[src/rtl/c2p_pkg.sv]
package c2p_pkg;

	localparam int CFG_DATA_W = 11;
	localparam int CFG_INDEX_W = 2;
	localparam int ADDR_W = 20;

	localparam logic [CFG_INDEX_W-1:0] REG_LINE_WIDTH = 2'd0;
	localparam logic [CFG_INDEX_W-1:0] REG_LINE_COUNT = 2'd1;
	localparam logic [CFG_INDEX_W-1:0] REG_PLANE_COUNT = 2'd2;
	localparam logic [CFG_INDEX_W-1:0] REG_CONVERT_RGB565 = 2'd3;

	localparam logic [10:0] LINE_WIDTH_RESET = 11'd320;
	localparam logic [10:0] LINE_COUNT_RESET = 11'd240;
	localparam logic [3:0] PLANE_COUNT_RESET = 4'd4;
	localparam logic CONVERT_RESET = 1'b1;

	// effective settings after clamping
	typedef struct packed {
		logic [7:0]  bytes_per_row;
		logic [10:0] rows;
		logic [2:0]  last_plane;
		logic        rgb565;
	} cfg_t;

	// one completed group of eight pixels, all planes
	typedef struct packed {
		logic [7:0][7:0]    bytes;
		logic [ADDR_W-1:0]  base_address;
		logic [7:0]         bytes_per_row;
		logic [2:0]         last_plane;
		logic               frame_end;
	} group_t;

	function automatic logic [7:0] chunky_index(input logic [15:0] px, input logic rgb565);
		logic [7:0] idx;
		if (rgb565) begin
			idx = {4'b0000, px[15:14], px[10:9]};
		end else begin
			idx = px[7:0];
		end
		return idx;
	endfunction

endpackage

[src/rtl/c2p_cfg.sv]
module c2p_cfg #(
	parameter int MAX_WIDTH = 1024,
	parameter int MAX_HEIGHT = 1024,
	parameter int MAX_PLANES = 8
) (
	input  logic                          clk,
	input  logic                          arst_n,
	input  logic                          cfg_write,
	input  logic [c2p_pkg::CFG_INDEX_W-1:0] cfg_index,
	input  logic [c2p_pkg::CFG_DATA_W-1:0]  cfg_data,
	output c2p_pkg::cfg_t                 cfg
);
	import c2p_pkg::*;

	localparam logic [9:0] BPR_MAX = 10'(MAX_WIDTH / 8);
	localparam logic [12:0] ROWS_MAX = 13'(MAX_HEIGHT);
	localparam logic [3:0] PLANES_MAX = 4'(MAX_PLANES);

	logic [10:0] line_width_q;
	logic [10:0] line_count_q;
	logic [3:0]  plane_count_q;
	logic        convert_q;
	logic [7:0]  bpr;
	logic [10:0] rows;
	logic [3:0]  planes;

	always_ff @(posedge clk or negedge arst_n) begin
		if (!arst_n) begin
			line_width_q <= LINE_WIDTH_RESET;
			line_count_q <= LINE_COUNT_RESET;
			plane_count_q <= PLANE_COUNT_RESET;
			convert_q <= CONVERT_RESET;
		end else if (cfg_write) begin
			case (cfg_index)
				REG_LINE_WIDTH: line_width_q <= cfg_data[10:0];
				REG_LINE_COUNT: line_count_q <= cfg_data[10:0];
				REG_PLANE_COUNT: plane_count_q <= cfg_data[3:0];
				REG_CONVERT_RGB565: convert_q <= cfg_data[0];
				default: ;
			endcase
		end
	end

	always_comb begin
		bpr = line_width_q[10:3];
		if (bpr == 8'd0) begin
			bpr = 8'd1;
		end else if ({2'b00, bpr} > BPR_MAX) begin
			bpr = BPR_MAX[7:0];
		end

		rows = line_count_q;
		if (rows == 11'd0) begin
			rows = 11'd1;
		end else if ({2'b00, rows} > ROWS_MAX) begin
			rows = ROWS_MAX[10:0];
		end

		planes = plane_count_q;
		if (planes == 4'd0) begin
			planes = 4'd1;
		end else if (planes > PLANES_MAX) begin
			planes = PLANES_MAX;
		end

		cfg.bytes_per_row = bpr;
		cfg.rows = rows;
		cfg.last_plane = 3'(planes - 4'd1);
		cfg.rgb565 = convert_q;
	end

endmodule

[src/rtl/c2p_gather.sv]
module c2p_gather #(
	parameter int MAX_WIDTH = 1024,
	parameter int MAX_HEIGHT = 1024,
	parameter int MAX_PLANES = 8
) (
	input  logic                clk,
	input  logic                arst_n,
	input  c2p_pkg::cfg_t       cfg,
	input  logic [15:0]         pixel,
	input  logic                pixel_valid,
	output logic                pixel_stall,
	output logic                grp_valid,
	output c2p_pkg::group_t     grp,
	input  logic                grp_done
);
	import c2p_pkg::*;

	localparam int COL_W = (MAX_WIDTH > 2048) ? 11 :
		((MAX_WIDTH < 16) ? 4 : $clog2(MAX_WIDTH));
	localparam int ROW_W = (MAX_HEIGHT > 2048) ? 11 :
		((MAX_HEIGHT < 2) ? 1 : $clog2(MAX_HEIGHT));

	logic [COL_W-1:0]  col_q;
	logic [ROW_W-1:0]  row_q;
	logic [ADDR_W-1:0] row_base_q;
	logic [7:0]        acc_q [MAX_PLANES];
	logic [7:0]        acc_next [MAX_PLANES];
	logic              grp_valid_q;
	group_t            grp_q;

	logic [7:0]        idx;
	logic [2:0]        pos;
	logic              row_end;
	logic              frame_end;
	logic              group_end;
	logic              accept;
	logic [3:0]        planes;
	logic [11:0]       row_step;
	logic [7:0][7:0]   grp_bytes;

	assign idx = chunky_index(pixel, cfg.rgb565);
	assign pos = 3'd7 - col_q[2:0];
	assign row_end = (12'(col_q) + 12'd1) >= {1'b0, cfg.bytes_per_row, 3'b000};
	assign frame_end = row_end && ((12'(row_q) + 12'd1) >= {1'b0, cfg.rows});
	assign group_end = (col_q[2:0] == 3'd7) || row_end;
	assign planes = {1'b0, cfg.last_plane} + 4'd1;
	assign row_step = 12'(cfg.bytes_per_row) * 12'(planes);

	// a group-ending pixel needs the snapshot slot
	assign pixel_stall = grp_valid_q && group_end && !grp_done;
	assign accept = pixel_valid && !pixel_stall;

	always_comb begin
		for (int p = 0; p < MAX_PLANES; p++) begin
			acc_next[p] = acc_q[p];
			acc_next[p][pos] = idx[p];
		end
	end

	for (genvar g = 0; g < 8; g++) begin : g_bytes
		if (g < MAX_PLANES) begin : g_used
			assign grp_bytes[g] = acc_next[g];
		end else begin : g_unused
			assign grp_bytes[g] = 8'd0;
		end
	end

	always_ff @(posedge clk or negedge arst_n) begin
		if (!arst_n) begin
			col_q <= '0;
			row_q <= '0;
			row_base_q <= '0;
			for (int p = 0; p < MAX_PLANES; p++) begin
				acc_q[p] <= 8'd0;
			end
		end else if (accept) begin
			for (int p = 0; p < MAX_PLANES; p++) begin
				acc_q[p] <= acc_next[p];
			end
			if (row_end) begin
				col_q <= '0;
				if (frame_end) begin
					row_q <= '0;
					row_base_q <= '0;
				end else begin
					row_q <= row_q + ROW_W'(1);
					row_base_q <= row_base_q + ADDR_W'(row_step);
				end
			end else begin
				col_q <= col_q + COL_W'(1);
			end
		end
	end

	always_ff @(posedge clk or negedge arst_n) begin
		if (!arst_n) begin
			grp_valid_q <= 1'b0;
		end else if (accept && group_end) begin
			grp_valid_q <= 1'b1;
		end else if (grp_done) begin
			grp_valid_q <= 1'b0;
		end
	end

	always_ff @(posedge clk) begin
		if (accept && group_end) begin
			grp_q.bytes <= grp_bytes;
			grp_q.base_address <= row_base_q + ADDR_W'(col_q[COL_W-1:3]);
			grp_q.bytes_per_row <= cfg.bytes_per_row;
			grp_q.last_plane <= cfg.last_plane;
			grp_q.frame_end <= frame_end;
		end
	end

	assign grp_valid = grp_valid_q;
	assign grp = grp_q;

endmodule

[src/rtl/c2p_emit.sv]
module c2p_emit (
	input  logic                        clk,
	input  logic                        arst_n,
	input  logic                        grp_valid,
	input  c2p_pkg::group_t             grp,
	output logic                        grp_done,
	output logic                        plane_valid,
	input  logic                        plane_stall,
	output logic [7:0]                  plane_byte,
	output logic [c2p_pkg::ADDR_W-1:0]  byte_address,
	output logic [2:0]                  plane_number,
	output logic                        last_of_group,
	output logic                        frame_done
);
	import c2p_pkg::*;

	logic [2:0]        plane_q;
	logic [ADDR_W-1:0] addr_q;
	logic              valid_q;
	logic [7:0]        byte_q;
	logic [ADDR_W-1:0] address_q;
	logic [2:0]        number_q;
	logic              last_q;
	logic              frame_q;

	logic              load;
	logic              take;
	logic              last;
	logic [ADDR_W-1:0] addr_cur;

	assign load = !valid_q || !plane_stall;
	assign take = load && grp_valid;
	assign last = (plane_q == grp.last_plane);
	assign addr_cur = (plane_q == 3'd0) ? grp.base_address : addr_q;
	assign grp_done = take && last;

	always_ff @(posedge clk or negedge arst_n) begin
		if (!arst_n) begin
			plane_q <= 3'd0;
			valid_q <= 1'b0;
		end else begin
			if (load) begin
				valid_q <= grp_valid;
			end
			if (take) begin
				plane_q <= last ? 3'd0 : plane_q + 3'd1;
			end
		end
	end

	always_ff @(posedge clk) begin
		if (take) begin
			addr_q <= addr_cur + ADDR_W'(grp.bytes_per_row);
			byte_q <= grp.bytes[plane_q];
			address_q <= addr_cur;
			number_q <= plane_q;
			last_q <= last;
			frame_q <= grp.frame_end;
		end
	end

	assign plane_valid = valid_q;
	assign plane_byte = byte_q;
	assign byte_address = address_q;
	assign plane_number = number_q;
	assign last_of_group = last_q;
	assign frame_done = frame_q;

endmodule

[src/rtl/chunky_to_planar_converter.sv]
// Output path: a pixel that closes a group of eight is registered into the group snapshot, then
// its plane 0 byte into the output register; further plane bytes follow one per cycle unless plane_stall holds off.
// Throughput: one pixel per cycle while pixel_stall is low; a group of P planes drains from a one-group
// snapshot register, so the pixel stream stalls only if the output side holds off.
// Reset: counters, row base and accumulators clear; registers return to their defaults.
module chunky_to_planar_converter #(
	parameter int MAX_WIDTH = 1024,
	parameter int MAX_HEIGHT = 1024,
	parameter int MAX_PLANES = 8
) (
	input  logic                            clk,
	input  logic                            arst_n,
	input  logic                            cfg_write,
	input  logic [c2p_pkg::CFG_INDEX_W-1:0] cfg_index,
	input  logic [c2p_pkg::CFG_DATA_W-1:0]  cfg_data,
	input  logic [15:0]                     pixel,
	input  logic                            pixel_valid,
	output logic                            pixel_stall,
	output logic [7:0]                      plane_byte,
	output logic [c2p_pkg::ADDR_W-1:0]      byte_address,
	output logic [2:0]                      plane_number,
	output logic                            last_of_group,
	output logic                            frame_done,
	output logic                            plane_valid,
	input  logic                            plane_stall
);
	import c2p_pkg::*;

	cfg_t   cfg;
	group_t grp;
	logic   grp_valid;
	logic   grp_done;

	c2p_cfg #(
		.MAX_WIDTH(MAX_WIDTH),
		.MAX_HEIGHT(MAX_HEIGHT),
		.MAX_PLANES(MAX_PLANES)
	) u_cfg (
		.clk(clk),
		.arst_n(arst_n),
		.cfg_write(cfg_write),
		.cfg_index(cfg_index),
		.cfg_data(cfg_data),
		.cfg(cfg)
	);

	c2p_gather #(
		.MAX_WIDTH(MAX_WIDTH),
		.MAX_HEIGHT(MAX_HEIGHT),
		.MAX_PLANES(MAX_PLANES)
	) u_gather (
		.clk(clk),
		.arst_n(arst_n),
		.cfg(cfg),
		.pixel(pixel),
		.pixel_valid(pixel_valid),
		.pixel_stall(pixel_stall),
		.grp_valid(grp_valid),
		.grp(grp),
		.grp_done(grp_done)
	);

	c2p_emit u_emit (
		.clk(clk),
		.arst_n(arst_n),
		.grp_valid(grp_valid),
		.grp(grp),
		.grp_done(grp_done),
		.plane_valid(plane_valid),
		.plane_stall(plane_stall),
		.plane_byte(plane_byte),
		.byte_address(byte_address),
		.plane_number(plane_number),
		.last_of_group(last_of_group),
		.frame_done(frame_done)
	);

endmodule
[config.mk]
export PLATFORM = sky130hd
export DESIGN_NAME = chunky_to_planar_converter
export DESIGN_NICKNAME = d
export VERILOG_FILES = /design/src/rtl/c2p_pkg.sv /design/src/rtl/c2p_cfg.sv /design/src/rtl/c2p_gather.sv /design/src/rtl/c2p_emit.sv /design/src/rtl/chunky_to_planar_converter.sv
export SDC_FILE = /design/constraint.sdc
export NUM_CORES = 1
export LEC_CHECK = 0
export BUFFER_PORTS_ARGS = -buffer_cell sky130_fd_sc_hd__buf_2
export CORE_MARGIN = 2
export CORE_UTILIZATION = 58
export CTS_BUF_LIST = sky130_fd_sc_hd__clkbuf_8
export CTS_CLUSTER_DIAMETER = 120
export DETAILED_ROUTE_END_ITERATION = 16
export PLACE_DENSITY = 0.86
export SETUP_SLACK_MARGIN = 0.5
export SLEW_MARGIN = 20
export SYNTH_ARGS = -nofsm -noshare
export SYNTH_HDL_FRONTEND = slang
export SYNTH_SLANG_ARGS = --single-unit
[constraint.sdc]
create_clock -name clk -period 7.2 [get_ports clk]
set_clock_uncertainty 0.05 [all_clocks]
set_input_delay 0.72 -clock clk [delete_from_list [all_inputs] [get_ports clk]]
set_output_delay 0.72 -clock clk [all_outputs]
set_load 0.03 [all_outputs]
Word-level counts from Yosys, hierarchy flattened
Index checks and enable logic that the tools add are counted.
- add/subtract/negate cells: 11
- multiply operators: 1
- divide/modulo/power cells: 0
- magnitude comparators: 8
- eq/ne operators: 5
- shift-type cells: 0
- multiplexer cells: 26
- bitwise logic cells: 0
- reduce and logical (&&, ||, !) cells: 25
- operators with widths (cell ; number):
    8-bit bitwise mux ; 8
    20-bit 2-to-1 mux ; 2
    8-bit 2-to-1 mux ; 4
    8-bit binary-select mux with 3-bit select ; 1
    12-bit by 11-bit >= comparator with 1-bit output ; 2
    10-bit by 1-bit adder with 11-bit output (second input constant) ; 2
    11-bit 2-to-1 mux ; 2
    10-bit by 1-bit adder with 10-bit output (second input constant) ; 2
    20-bit by 12-bit adder with 20-bit output ; 1
    20-bit by 7-bit adder with 20-bit output ; 1
    20-bit by 8-bit adder with 20-bit output ; 1
    10-bit 2-to-1 mux ; 2
    8-bit by 4-bit multiplier with 12-bit output ; 1
    11-bit > comparator (second input constant) ; 1
    11-bit logical NOT ; 1
    2-bit AND reduction ; 5
    3-bit 2-to-1 mux ; 3
    8-bit > comparator (second input constant) ; 1
    1-bit logical AND ; 8
    8-bit logical NOT ; 1
    3-bit by 4-bit less-than comparator with 1-bit output (second input constant) ; 2
    3-bit by 1-bit adder with 4-bit output (second input constant) ; 1
    2-bit == test (second input constant) ; 2
    4-bit > comparator (second input constant) ; 1
    other kinds (15) ; 21
- bits in registers: 285
- bits in latches: 0
- bits in writable memories: 0
- bits in read-only memories: 0
- bits of input ports: 34
- output and inout bits: 35
- word-level logic and storage cells: 112
- memories: 0

Depth between registers and ports, before layout
Gate-level depths: netlist (run 1).
- depth in word-level cells: 11
- mapped depth: 20
- mapped depth without buffers: 19

Modules after synthesis
A second synthesis (run 1) with hierarchy kept.
- cell total of the unflattened synthesis: 1254
- area total of the unflattened synthesis: 14968.1 sq um
- by module, submodules not included (module ; times used ; cells an instance ; area an instance (sq um) ; seq. area each (sq um)):
    c2p_gather ; 1 ; 932 ; 10495.1 ; 5510.3
    c2p_emit ; 1 ; 233 ; 3335.7 ; 1691.6
    c2p_cfg ; 1 ; 89 ; 1137.3 ; 610.6

Least setup slack after synthesis (run 1)
OpenSTA, ideal clock, no wires.
- kind: register to register
- from: reg u_gather.col_q[0]
- to: reg u_gather.grp_q (netlist bit u_gather.grp[0]), enable pin
- library setup time: 0.552 ns
- arrival time: 6.588 ns
- required time: 6.598 ns
- setup slack: 0.011 ns
- stages on the path, launching flop included: 13
- path buffers: 1
- period minus slack after synthesis: 7.189 ns
- path through: dfrtp_1 -> clkbuf_1 -> and3_1 -> nand3_1 -> nor2_1 -> a31oi_1 -> or2_2 -> ha_1 -> and3_1 -> o2111ai_1 -> o21ai_2 -> o21ai_0 -> nor2_1
- word-level cells in the longest chain between the ends: 8
- elaborated cells on any way between the ends: 9
- classes of those cells: 1 x add/sub; 1 x order compare; 1 x eq/ne; 6 x reduce/logical
- RTL lines (item ; RTL line ; RTL):
    start, declared ; c2p_gather.sv:23 ; logic [COL_W-1:0] col_q;
    start signal, assigned ; c2p_gather.sv:90 ; col_q <= col_q + COL_W'(1);
    10-bit by 1-bit adder with 11-bit output ; c2p_gather.sv:43 ; assign row_end = (12'(col_q) + 12'd1) >= {1'b0, cfg.bytes_per_row, 3'b000};
    12-bit by 11-bit >= comparator with 1-bit output ; c2p_gather.sv:43 ;
    1-bit logical OR (*) ; c2p_gather.sv:45 ; assign group_end = (col_q[2:0] == 3'd7) || row_end;
    1-bit logical AND (2 in a row) ; c2p_gather.sv:50 ; assign pixel_stall = grp_valid_q && group_end && !grp_done;
    1-bit logical NOT ; c2p_gather.sv:51 ; assign accept = pixel_valid && !pixel_stall;
    1-bit logical AND ; c2p_gather.sv:51 ;
    1-bit logical AND (*) ; c2p_gather.sv:106 ; if (accept && group_end) begin
    end, declared ; c2p_gather.sv:29 ; group_t grp_q;
Mark *: on every way between the ends. The rest lies on a longest branch, timed or not.
A chain may end at the register's enable or synchronous reset.

==> flow_metrics.py, run 1 <==
metrics = {
    "sta": {
        "slew_headroom_pct": 26.8,
        "drv_slew": 0,
        "hold_violations": 0,
        "rsz0062_at_grt": "false",
        "fmax_mhz": 170,
        "setup_violations": 0,
        "finalSetupTns_ns": 0,
        "finalCritPeriodShare_pct": 81.8,
        "finalCriticalPeriod_ns": 5.89,
        "tightest_slew_ns": 1.07,
    },
    "die": {
        "dieWidth_um": 163,
        "start_util_pct": 58.6,
        "die-height_um": 163,
        "rows": 58,
        "coreArea_um2": 25000,
        "die-area_um2": 26600,
        "pin_count": 69,
    },
    "detailed_routing": {
        "ant_nets": 0,
        "firstDrtPassIters": 6,
        "drtIter0Drc": 900,
        "drc": 0,
        "vias": 9578,
        "avgRoutedWirePerCell_um": 17.8,
        "drt-total-wl_mm": 29.3,
        "vias_per_cell": 5.84,
    },
    "placement": {
        "portBuffers": 64,
        "placed_area_um2": 15200,
        "gp_congestion": 0.860,
        "placed_cells": 1557,
        "hpwlAfterDp_mm": 19.5,
    },
    "logic_synthesis": {
        "synth_flop_cell": "edfxtp_1",
        "ys_warn_count": 0,
        "yosysUniqueCellTypes": 71,
        "ys_ff_latch": 282,
        "synth_edf_count": 149,
        "async_flop_share_pct": 47.2,
        "netlist_instances": 1201,
        "synth.top_cells.by_area": "edfxtp_1, dfrtp_1, mux2_2",
        "yosys.area.top_type": "edfxtp_1",
        "seq_area_frac_synth_pct": 53.2,
        "synthesis.nets": 1321,
        "syn_area_um2": 14700,
        "avgSynthCellArea_um2": 12.2,
        "synth_top_area_share_pct": 30.5,
    },
    "worst_setup_path": {
        "crit_buf_inv": 2,
        "r2r_cells": 19,
        "r2r-end": "u_gather.row_base_q[15]",
        "cp.arrival_ns": 6.29,
        "crit_family": "adder cells",
        "worst_setup_path_end_kind": "flip-flop",
        "critPathMaxFanout": 12,
        "criticalPathCategory": "flip-flop to flip-flop",
        "worst-r2r-setup-slack_ns": 1.31,
        "worstPathRequired_ns": 7.60,
        "startpoint_type": "flip-flop",
        "critPathMaxStageDelay_ns": 0.65,
        "crit_path_top_delay_cell": "o21bai_1",
        "worstPathCellList": "nor2_1 > o21bai_1 > ha_1 > xnor2_1 > and2_1 > nand2_1 > nor2_1 > fa_1 > fa_1 > inv_1 > fa_1 > inv_1 > ha_1 > o21ai_0 > o21ai_0 > a31oi_1 > nor3_1 > o21ai_0 > a22o_1",
        "r2r-start": "u_cfg.plane_count_q[2]",
    },
    "global_routing": {
        "grt_use_total_pct": 22.9,
        "grt_antenna_before_repair": 0,
        "grt_overflow": 0,
        "grt_max_degree": 71,
        "grt_pass1_wl_mm": 48.2,
        "grt_pass1_vias": 9768,
    },
    "clocking": {
        "cts_tree": "done",
        "cts_resized": 0,
        "cts-buffers-inserted": 46,
        "cts_setup_buffers": 0,
        "cts_hold_buf": 0,
        "htreeDepth": 2,
        "root_buffer": "clkbuf_8",
        "clk_latency_ns": 0.57,
        "clkSinkCount": 282,
        "clockBufferDepth": 3,
        "path_clk_slew_ns": 0.06,
    },
    "layout": {
        "areaGrowthSynthToFinish_pct": 10.4,
        "final_nets": 1395,
        "stdcell_count": 1641,
        "drive_above_1_share_pct": 22.9,
        "diodes": 0,
        "postLayoutCellArea_um2": 16200,
    },
    "outcome": {
        "status": "completed",
    },
    "power": {
        "p_leak_nw": 6.86,
        "max-vdd-ir-drop_uv": 209,
        "p_per_area_nw_per_um2": 433,
    },
    "hold_path": {
        "min_path_type": "input pin to async pin",
    },
    "job": {
        "maxCapViolations": 0,
    },
}
-- flip-flops by register name, indices dropped and copies added (netlist names) --
register and cells:
u_cfg.convert_q 1, u_cfg.line_count_q 11, u_cfg.line_width_q 8, u_cfg.plane_count_q 4, u_emit.addr_q 20, u_emit.byte_address 20, u_emit.frame_done 1, u_emit.last_of_group 1
u_emit.plane_byte 8, u_emit.plane_number 3, u_emit.plane_q 3, u_emit.plane_valid 1, u_gather.acc_q 64, u_gather.col_q 10, u_gather.grp 96, u_gather.grp_valid 1
u_gather.row_base_q 20, u_gather.row_q 10
-- cell type report --
class	instances	area [um^2]
Fill cell	1760	8830
Sequential cell	282	7810
Multi-Input combinational cell	788	6310
Clock buffer	54	743
Tap cell	330	413
Timing Repair Buffer	72	387
Inverter	85	319
Clock inverter	30	221
-- how the worst max path moves through the flow --
| stage | from | endpoint | slack, ns | depth (start not counted) |
|---|---|---|---|---|
| 3_5_place_dp | u_cfg.plane_count_q[2] | u_gather.row_base_q[15] | 1.42 | 19 |
| 6_report | u_cfg.plane_count_q[2] | u_gather.row_base_q[15] | 1.31 | 19 |
| 2_1_floorplan | u_gather.col_q[0] | u_gather.grp[0] | 1.61 | 12 |
| 4_1_cts | u_cfg.plane_count_q[2] | u_gather.row_base_q[15] | 1.42 | 19 |
| 3_3_place_gp | u_cfg.plane_count_q[2] | u_gather.row_base_q[15] | 1.68 | 19 |
| 5_1_grt | u_cfg.plane_count_q[2] | u_gather.row_base_q[15] | 0.85 | 19 |
-- cells in the final DEF (no fill, tap or decap), types with 6 or more instances in the layout --
| master | count |
|---|---|
| edfxtp_1 | 149 |
| dfrtp_1 | 125 |
| nand2_1 | 119 |
| mux2_2 | 104 |
| inv_1 | 102 |
| o21ai_0 | 96 |
| ha_1 | 63 |
| buf_2 | 63 |
| nor2_1 | 62 |
| clkbuf_8 | 54 |
| xnor2_1 | 40 |
| a21oi_1 | 24 |
| fa_1 | 23 |
| a22o_1 | 21 |
| nand3_1 | 18 |
| nor3_1 | 17 |
| xor2_1 | 16 |
| mux4_2 | 16 |
| mux2i_1 | 11 |
| o21a_1 | 10 |
| a211oi_1 | 9 |
| a31oi_1 | 9 |
| a21o_1 | 9 |
| and3_1 | 8 |
| buf_4 | 8 |
| dfstp_2 | 8 |
| nand2b_1 | 7 |
| nand4_1 | 7 |
| or3_1 | 7 |
| nor2b_1 | 7 |
| nor4_1 | 7 |
| or2_2 | 6 |
| mux2_4 | 6 |
-- report_power, final --
part	internal (W)	switching, W	total [W]
Clock	0.000796	0.000632	0.00143
Sequential	0.00244	0.000317	0.00275
Combinational	0.00119	0.00164	0.00283
-- synth_stat cells (all sizes together) (23+ instances only) --
library cell  instances
mux2                110
edfxtp              149
nor2                 64
ha                   63
inv                  84
clkbuf               24
dfrtp               125
xnor2                40
o21ai                99
fa                   23
a21oi                24
nand2               120
-- metal layers --
| layer | wire length, um | global-route usage [%] | vias up |
|---|---|---|---|
| li1 | - | - | 4475 |
| met1 | 13000 | 31.6 | 4693 |
| met5 | 0 | 0 | - |
| met3 | 1680 | 3.81 | 68 |
| met4 | 732 | 8.73 | 0 |
| met2 | 13900 | 36.9 | 342 |
-- logic make-up after synthesis --
family          after synthesis  synth area share [%]
compound gates              216                  9.59
xor+xnor                     58                  3.56
fa+ha+maj                    86                  8.51
buf+inv                     131                  3.91
flops                       282                  53.2
mux                         138                  11.9
simple gates                290                  9.30
-- stage by stage --
| step | util, % | setup WS, ns | power [W] | hold slack (ns) |
|---|---|---|---|---|
| 3_5_place_dp | 60.8 | 1.42 | 0.00556 | 0.409 |
| 5_1_grt | 64.7 | 0.850 | 0.00747 | 0.125 |
| 6_report | 64.7 | 1.31 | 0.00701 | 0.0858 |
| 4_1_cts | 64.7 | 1.42 | 0.00702 | 0.113 |
| 3_3_place_gp | 60.8 | 1.68 | 0.00538 | 0.404 |
| 2_1_floorplan | - | 1.61 | 0.00493 | 0.350 |
Note: power is estimated with default switching activity, not from simulation.
==> inputs of run 2 (changes only) <==
Clock period 7.2 ns to 5.3 ns, I/O delays scaled along.
==> flow_metrics.py, run 2 (same netlist as run 1, synthesis figures left out) <==
metrics = {
    "clocking": {
        "cts_tree": "done",
        "clockBufferDepth": 3,
        "cts-buffers-inserted": 47,
        "path_clk_slew_ns": 0.05,
        "htreeDepth": 2,
        "clk_latency_ns": 0.58,
        "clkSinkCount": 282,
        "root_buffer": "clkbuf_8",
    },
    "sta": {
        "finalCritPeriodShare_pct": 90.8,
        "hold_slack_ns": 0.00755,
        "slew_headroom_pct": 22.7,
        "hold_violations": 0,
        "fmax_mhz": 208,
        "finalCriticalPeriod_ns": 4.81,
        "tightest_slew_ns": 1.16,
        "rsz0062_at_grt": "true",
        "drv_slew": 0,
        "finalSetupTns_ns": 0,
        "setup_violations": 0,
    },
    "worst_setup_path": {
        "worstPathRequired_ns": 5.64,
        "criticalPathCategory": "flip-flop to flip-flop",
        "r2r_cells": 19,
        "startpoint_type": "flip-flop",
        "worst_setup_path_end_kind": "flip-flop",
        "cp.arrival_ns": 5.15,
        "critPathMaxFanout": 7,
    },
    "layout": {
        "final_common_cell": "edfxtp_1",
        "final_cell_mix": "edfxtp_1, dfrtp_1, nand2_1, inv_1, mux2_2",
        "areaGrowthSynthToFinish_pct": 12.4,
        "final_nets": 1402,
        "multi_input_area_um2": 6580,
        "drive_above_1_share_pct": 25.8,
        "largest_reg_flops": 96,
        "diodes": 0,
        "seqCellArea_um2": 7820,
        "fillers": 1748,
    },
    "placement": {
        "gp_congestion": 0.848,
        "portBuffers": 64,
        "hpwlAfterDp_mm": 19.5,
    },
    "global_routing": {
        "top_usage_layer": "met2",
        "grtUsageMet1_pct": 32.3,
        "grt_use_total_pct": 22.5,
        "met3_usage_pct": 4.16,
        "grt_antenna_before_repair": 0,
        "met2_usage_pct": 35.5,
        "grt_pass1_vias": 9528,
        "grt_max_degree": 92,
        "grt_pass1_wl_mm": 47.8,
        "grt_overflow": 0,
    },
    "die": {
        "coreArea_um2": 25000,
        "die-area_um2": 26600,
        "die-height_um": 163,
        "dieWidth_um": 163,
        "pin_count": 69,
        "start_util_pct": 58.6,
        "rows": 58,
    },
    "power": {
        "max-vdd-ir-drop_uv": 320,
        "power.share.switching_pct": 37.6,
        "switchingPower_w": 0.00364,
        "p_per_area_nw_per_um2": 587,
        "clock_power_share_pct": 19.0,
        "p_comb_share_pct": 42.4,
        "p_leak_nw": 6.94,
        "p_int_w": 0.00604,
        "p_seq_share_pct": 38.6,
    },
    "outcome": {
        "status": "completed",
    },
    "detailed_routing": {
        "drc": 0,
        "avgRoutedWirePerCell_um": 18.1,
        "firstDrtPassIters": 8,
        "vias_per_cell": 5.90,
        "vias": 9722,
        "ant_nets": 0,
        "drt-total-wl_mm": 29.9,
        "drtIter0Drc": 848,
    },
    "job": {
        "maxCapViolations": 0,
    },
    "hold_path": {
        "min_path_type": "input pin to async pin",
    },
}
[run 2: cell types whose count changed in the layout (fill, tap and decap cells not counted), moves of 5 or more]
cell,delta
o21ai_0,-8
ha_1,-6
inv_1,+5
nor2_1,-5
[run 2: power groups by stage]
stage / combinational [W] / sequential, W / clock, W
2_1_floorplan: 0.00282 / 0.00388 / 0
3_3_place_gp: 0.00361 / 0.00371 / 0
4_1_cts: 0.00385 / 0.00373 / 0.00186
3_5_place_dp: 0.00379 / 0.00376 / 0
5_1_grt: 0.00454 / 0.00382 / 0.00196
6_report: 0.00411 / 0.00374 / 0.00184
[run 2: through the flow]
step           power (W)  area (um^2)  std cells  worst slack (ns)  util (%)
6_report         0.00968        16500       1649             0.490      65.9
2_1_floorplan    0.00670        14700       1201             0.516         -
3_5_place_dp     0.00755        15300       1560             0.147      61.0
5_1_grt           0.0103        16500       1649             0.308      65.9
3_3_place_gp     0.00732        15300       1560             0.350      61.0
4_1_cts          0.00944        16200       1647             0.499      64.8
[run 2: worst paths after layout]
path                                         from                       to  slack (ns)
max                        u_cfg.plane_count_q[2]  u_gather.row_base_q[12]        0.49
min                                        arst_n        u_gather.row_q[9]       0.008
max reg2reg                u_cfg.plane_count_q[2]  u_gather.row_base_q[12]        0.49
min reg2reg                       u_gather.grp[0]        u_emit.frame_done        0.40
max in group asynchronous                  arst_n        u_gather.col_q[1]        4.02
min in group clk                      plane_stall       u_emit.plane_valid        0.17
[run 2: area by class of cell]
class | count | share of cell area (%)
clock buffer | 53 | 4.42
sequential | 282 | 47.4
timing repair buffer | 78 | 2.77
multi-input combinational | 788 | 39.9
inverter | 85 | 1.93
tap | 330 | 2.50
clock inverter | 33 | 1.07
[run 2: worst max-delay path: stages (launching register included)]
cell and delay [ns]:
dfstp_2 0.53, nor2_1 0.05, o21bai_1 0.18, ha_2 0.23, xnor2_2 0.13, and2_4 0.21, nand2_8 0.08, nor2_4 0.12
fa_1 0.46, fa_1 0.57, inv_1 0.06, fa_1 0.52, inv_1 0.07, ha_4 0.19, nor4_2 0.34, o21ai_2 0.16
and2_4 0.20, a31oi_2 0.20, xor2_1 0.20, o31ai_1 0.10
[run 2: per-layer routing]
metal,vias to the layer above,part of all wire (%)
met5,-,0
met4,0,2.7
met3,93,7.0
met2,363,47
met1,4776,43
li1,4490,-
[run 2: what timing repair did]
| item | CTS | global route |
|---|---|---|
| endpoints found under the setup margin | 10 | 14 |
| buffers inserted | 1 | 2 |
| gates resized for setup | 15 | 44 |
| pin swaps | 1 | 20 |
| hold buffers | 0 | 0 |
